[src/rtl/prr_ram.sv]
// generic simple dual-port ram with one write port and a registered read port
`default_nettype none

module prr_ram #(
   parameter int WIDTH = 8,
   parameter int DEPTH = 16,
   localparam int AW = (DEPTH > 1) ? $clog2(DEPTH) : 1
) (
   input  wire logic             clock,
   input  wire logic             wr_en,
   input  wire logic [AW-1:0]    wr_addr,
   input  wire logic [WIDTH-1:0] wr_data,
   input  wire logic             rd_en,
   input  wire logic [AW-1:0]    rd_addr,
   output logic      [WIDTH-1:0] rd_data
);

   logic [WIDTH-1:0] mem [DEPTH];

   // write port
   always_ff @(posedge clock) begin
      if (wr_en) begin
         mem[wr_addr] <= wr_data;
      end
   end

   // registered read port
   always_ff @(posedge clock) begin
      if (rd_en) begin
         rd_data <= mem[rd_addr];
      end
   end

endmodule

`default_nettype wire
[config.mk]
export PLATFORM = sky130hd
export DESIGN_NAME = prr_ram
export DESIGN_NICKNAME = d
export VERILOG_FILES = /design/src/rtl/prr_ram.sv
export SDC_FILE = /design/constraint.sdc
export NUM_CORES = 1
export LEC_CHECK = 0
export BUFFER_PORTS_ARGS = -buffer_cell sky130_fd_sc_hd__buf_4
export CAP_MARGIN = 10
export CORE_MARGIN = 2
export CORE_UTILIZATION = 60
export DETAILED_ROUTE_END_ITERATION = 8
export PLACE_DENSITY_LB_ADDON = 0.2
export SYNTH_ARGS = -nofsm -noshare
export SYNTH_HDL_FRONTEND = slang
export SYNTH_SLANG_ARGS = --single-unit
[constraint.sdc]
create_clock -name clock -period 2.4 [get_ports clock]
set_clock_uncertainty 0.05 [all_clocks]
set_input_delay 0.48 -clock clock [delete_from_list [all_inputs] [get_ports clock]]
set_output_delay 0.48 -clock clock [all_outputs]
set_load 0.05 [all_outputs]
==> reports/metrics.yaml <==
p_leak_nw: 2.11
clock_latency_ns: 0.52
worst_hold_slack_ns: 0.209
netlist_instances: 229
final_antenna_net_count: 0
clockBufferDepth: 2
core_area_um2: 8590
drc: 0
grt_overflow_total: 0
gp_congestion: 0.735
internal_power_w: 0.00426
hpwl_mm: 5.83
hold_viol: 0
antenna_found_initial: 0
root_buffer: "clkbuf_8"
path_cells: "buf_4"
ctsHoldBuffers: 0
rows: 34
grt_max_degree: 32
drtIter0Drc: 169
start_kind: "flop"
critical_path_class: "reg -> out"
nFillCells: 502
nets: 303
pin_count: 27
pwr-share-comb_pct: 5.5
track_usage_pct: 21.8
synth_area_um2: 5230
drv_cap: 0
finalCritPeriodShare_pct: 69.8
post_cts_buffers: 0
hp-class: "in -> reg"
p_clk_share_pct: 44.5
antennaDiodeCount: 0
crit_slowest_cell: "edfxtp_1"
die-area_um2: 9480
grt_pass1_wl_mm: 14.7
synth_cell_types: 18
die_w_um: 97.3
cts_tree: "done"
crit_buf_inv: 1
grt_setup_unrepaired: "no"
area_delta_synth_final_pct: 18.6
critPathArrivalTime_ns: 1.14
finalSetupViolations: 0
wire_per_inst_um: 23.3
dp_slack_ns: 0.275
wirelength_mm: 9.45
drive_above_1_share_pct: 31.3
vias: 2432
synth_area_per_cell_um2: 22.8
switchingPower_w: 0.00112
critical_path.max_stage_delay_ns: 0.41
worstPathRequired_ns: 1.87
total_power_w: 0.00538
relSlewSlack_pct: 52.7
ctsResizeCount: 0
power.density_nw_per_um2: 868
drt_pre_antenna_iters: 5
yosysSeqAreaShare_pct: 78.1
p_sw_share_pct: 20.9
port_buffers: 26
final_cell_mix: "136 x edfxtp_1, 44 x buf_4, 18 x mux4_2"
period_needed_ns: 1.67
viasPerCell: 6.00
grt_pass1_vias: 2557
synth_seq_cells: 136
clk_pin_slew_ns: 0.06
cts_buffers: 17
syn_nets: 248
tightest_slew_ns: 0.708
mostFrequentLayoutCell: "edfxtp_1"
dp.cells: 373
ys_warn_count: 0
endpoint_kind: "output port"
final_cells: 405
status: "finished clean"
worst_slack_ns: 0.726
slew_violations: 0
start_util_pct: 60.8
cts_sinks: 136
htreeDepth: 4
fmax_ghz: 0.597
path_delay_family: "flip-flops"
ir_drop_v: 0.000435
cp_max_fo: 1
dieHeight_um: 97.3
finalSetupTns_ns: 0
p_seq_share_pct: 50.0
==> state kept, by name, indices dropped and copies added, names as in the netlist <==
signal	count
rd_data	8
mem	128
==> kinds of logic (layout without fill, tap and decap cells) <==
group           Yosys count  count (layout)  share of synthesized area [%]
flops                   136             136                           78.1
simple gates             35              35                           3.14
compound gates           16              16                           2.30
buf+inv                  10              78                           1.65
mux                      32              32                           14.8
==> cell usage after synthesis <==
cell type,instances,area [um2]
a22oi_1,16,120
and2_1,1,6.26
and2b_1,1,7.51
buf_2,3,15.0
buf_4,1,7.51
buf_6,3,33.8
clkdlybuf4s25_2,3,30.0
edfxtp_1,136,4080
mux4_1,14,368
mux4_2,18,405
nand2_1,9,33.8
nand2b_1,2,12.5
nand3_1,1,5.00
nand3b_1,2,15.0
nor2_1,13,48.8
nor2b_1,1,6.26
nor3_1,4,20.0
or3b_2,1,8.76
==> per-layer routing <==
metal	share of wire, %	wire length [um]	vias up	GRT usage [%]
met4	2.1	195	0	9.29
met3	5.8	544	18	6.33
li1	-	-	1088	-
met1	41	3920	1237	29.7
met5	0	0	-	0
met2	51	4790	89	33.8
==> area by class of cell <==
type,count,area [um2],share of cell area [%]
Multi-Input combinational cell,83,1060,17.1
Clock inverter,14,134,2.16
Sequential cell,136,4080,65.9
Tap cell,108,135,2.18
Timing Repair Buffer,46,370,5.97
Clock buffer,18,418,6.74
==> stage by stage <==
stage,util [%],cell area [um2]
final,72.1,6200
after CTS,72.1,6200
after detailed placement,65.7,5650
after global placement,65.7,5650
after floorplan,-,5230
after global routing,72.1,6200
==> power groups by stage <==
stage	registers, W	clock network (W)	logic, W
finish	0.00269	0.00240	0.000294
global placement	0.00274	0	0.000292
CTS	0.00269	0.00241	0.000299
detailed placement	0.00274	0	0.000298
floorplan	0.00278	0	0.000135
global route	0.00269	0.00251	0.000315
==> path summary, 6_finish.rpt <==
path,start,slack [ns],to,depth (start not counted)
min reg2reg,mem[8][4],0.72,rd_data[4],3
max,rd_data[7],0.73,rd_data[7],1
max reg2reg,mem[2][6],0.87,rd_data[6],3
min,wr_data[5],0.21,mem[7][5],1
No activity file was read; power rests on OpenSTA's default activity.
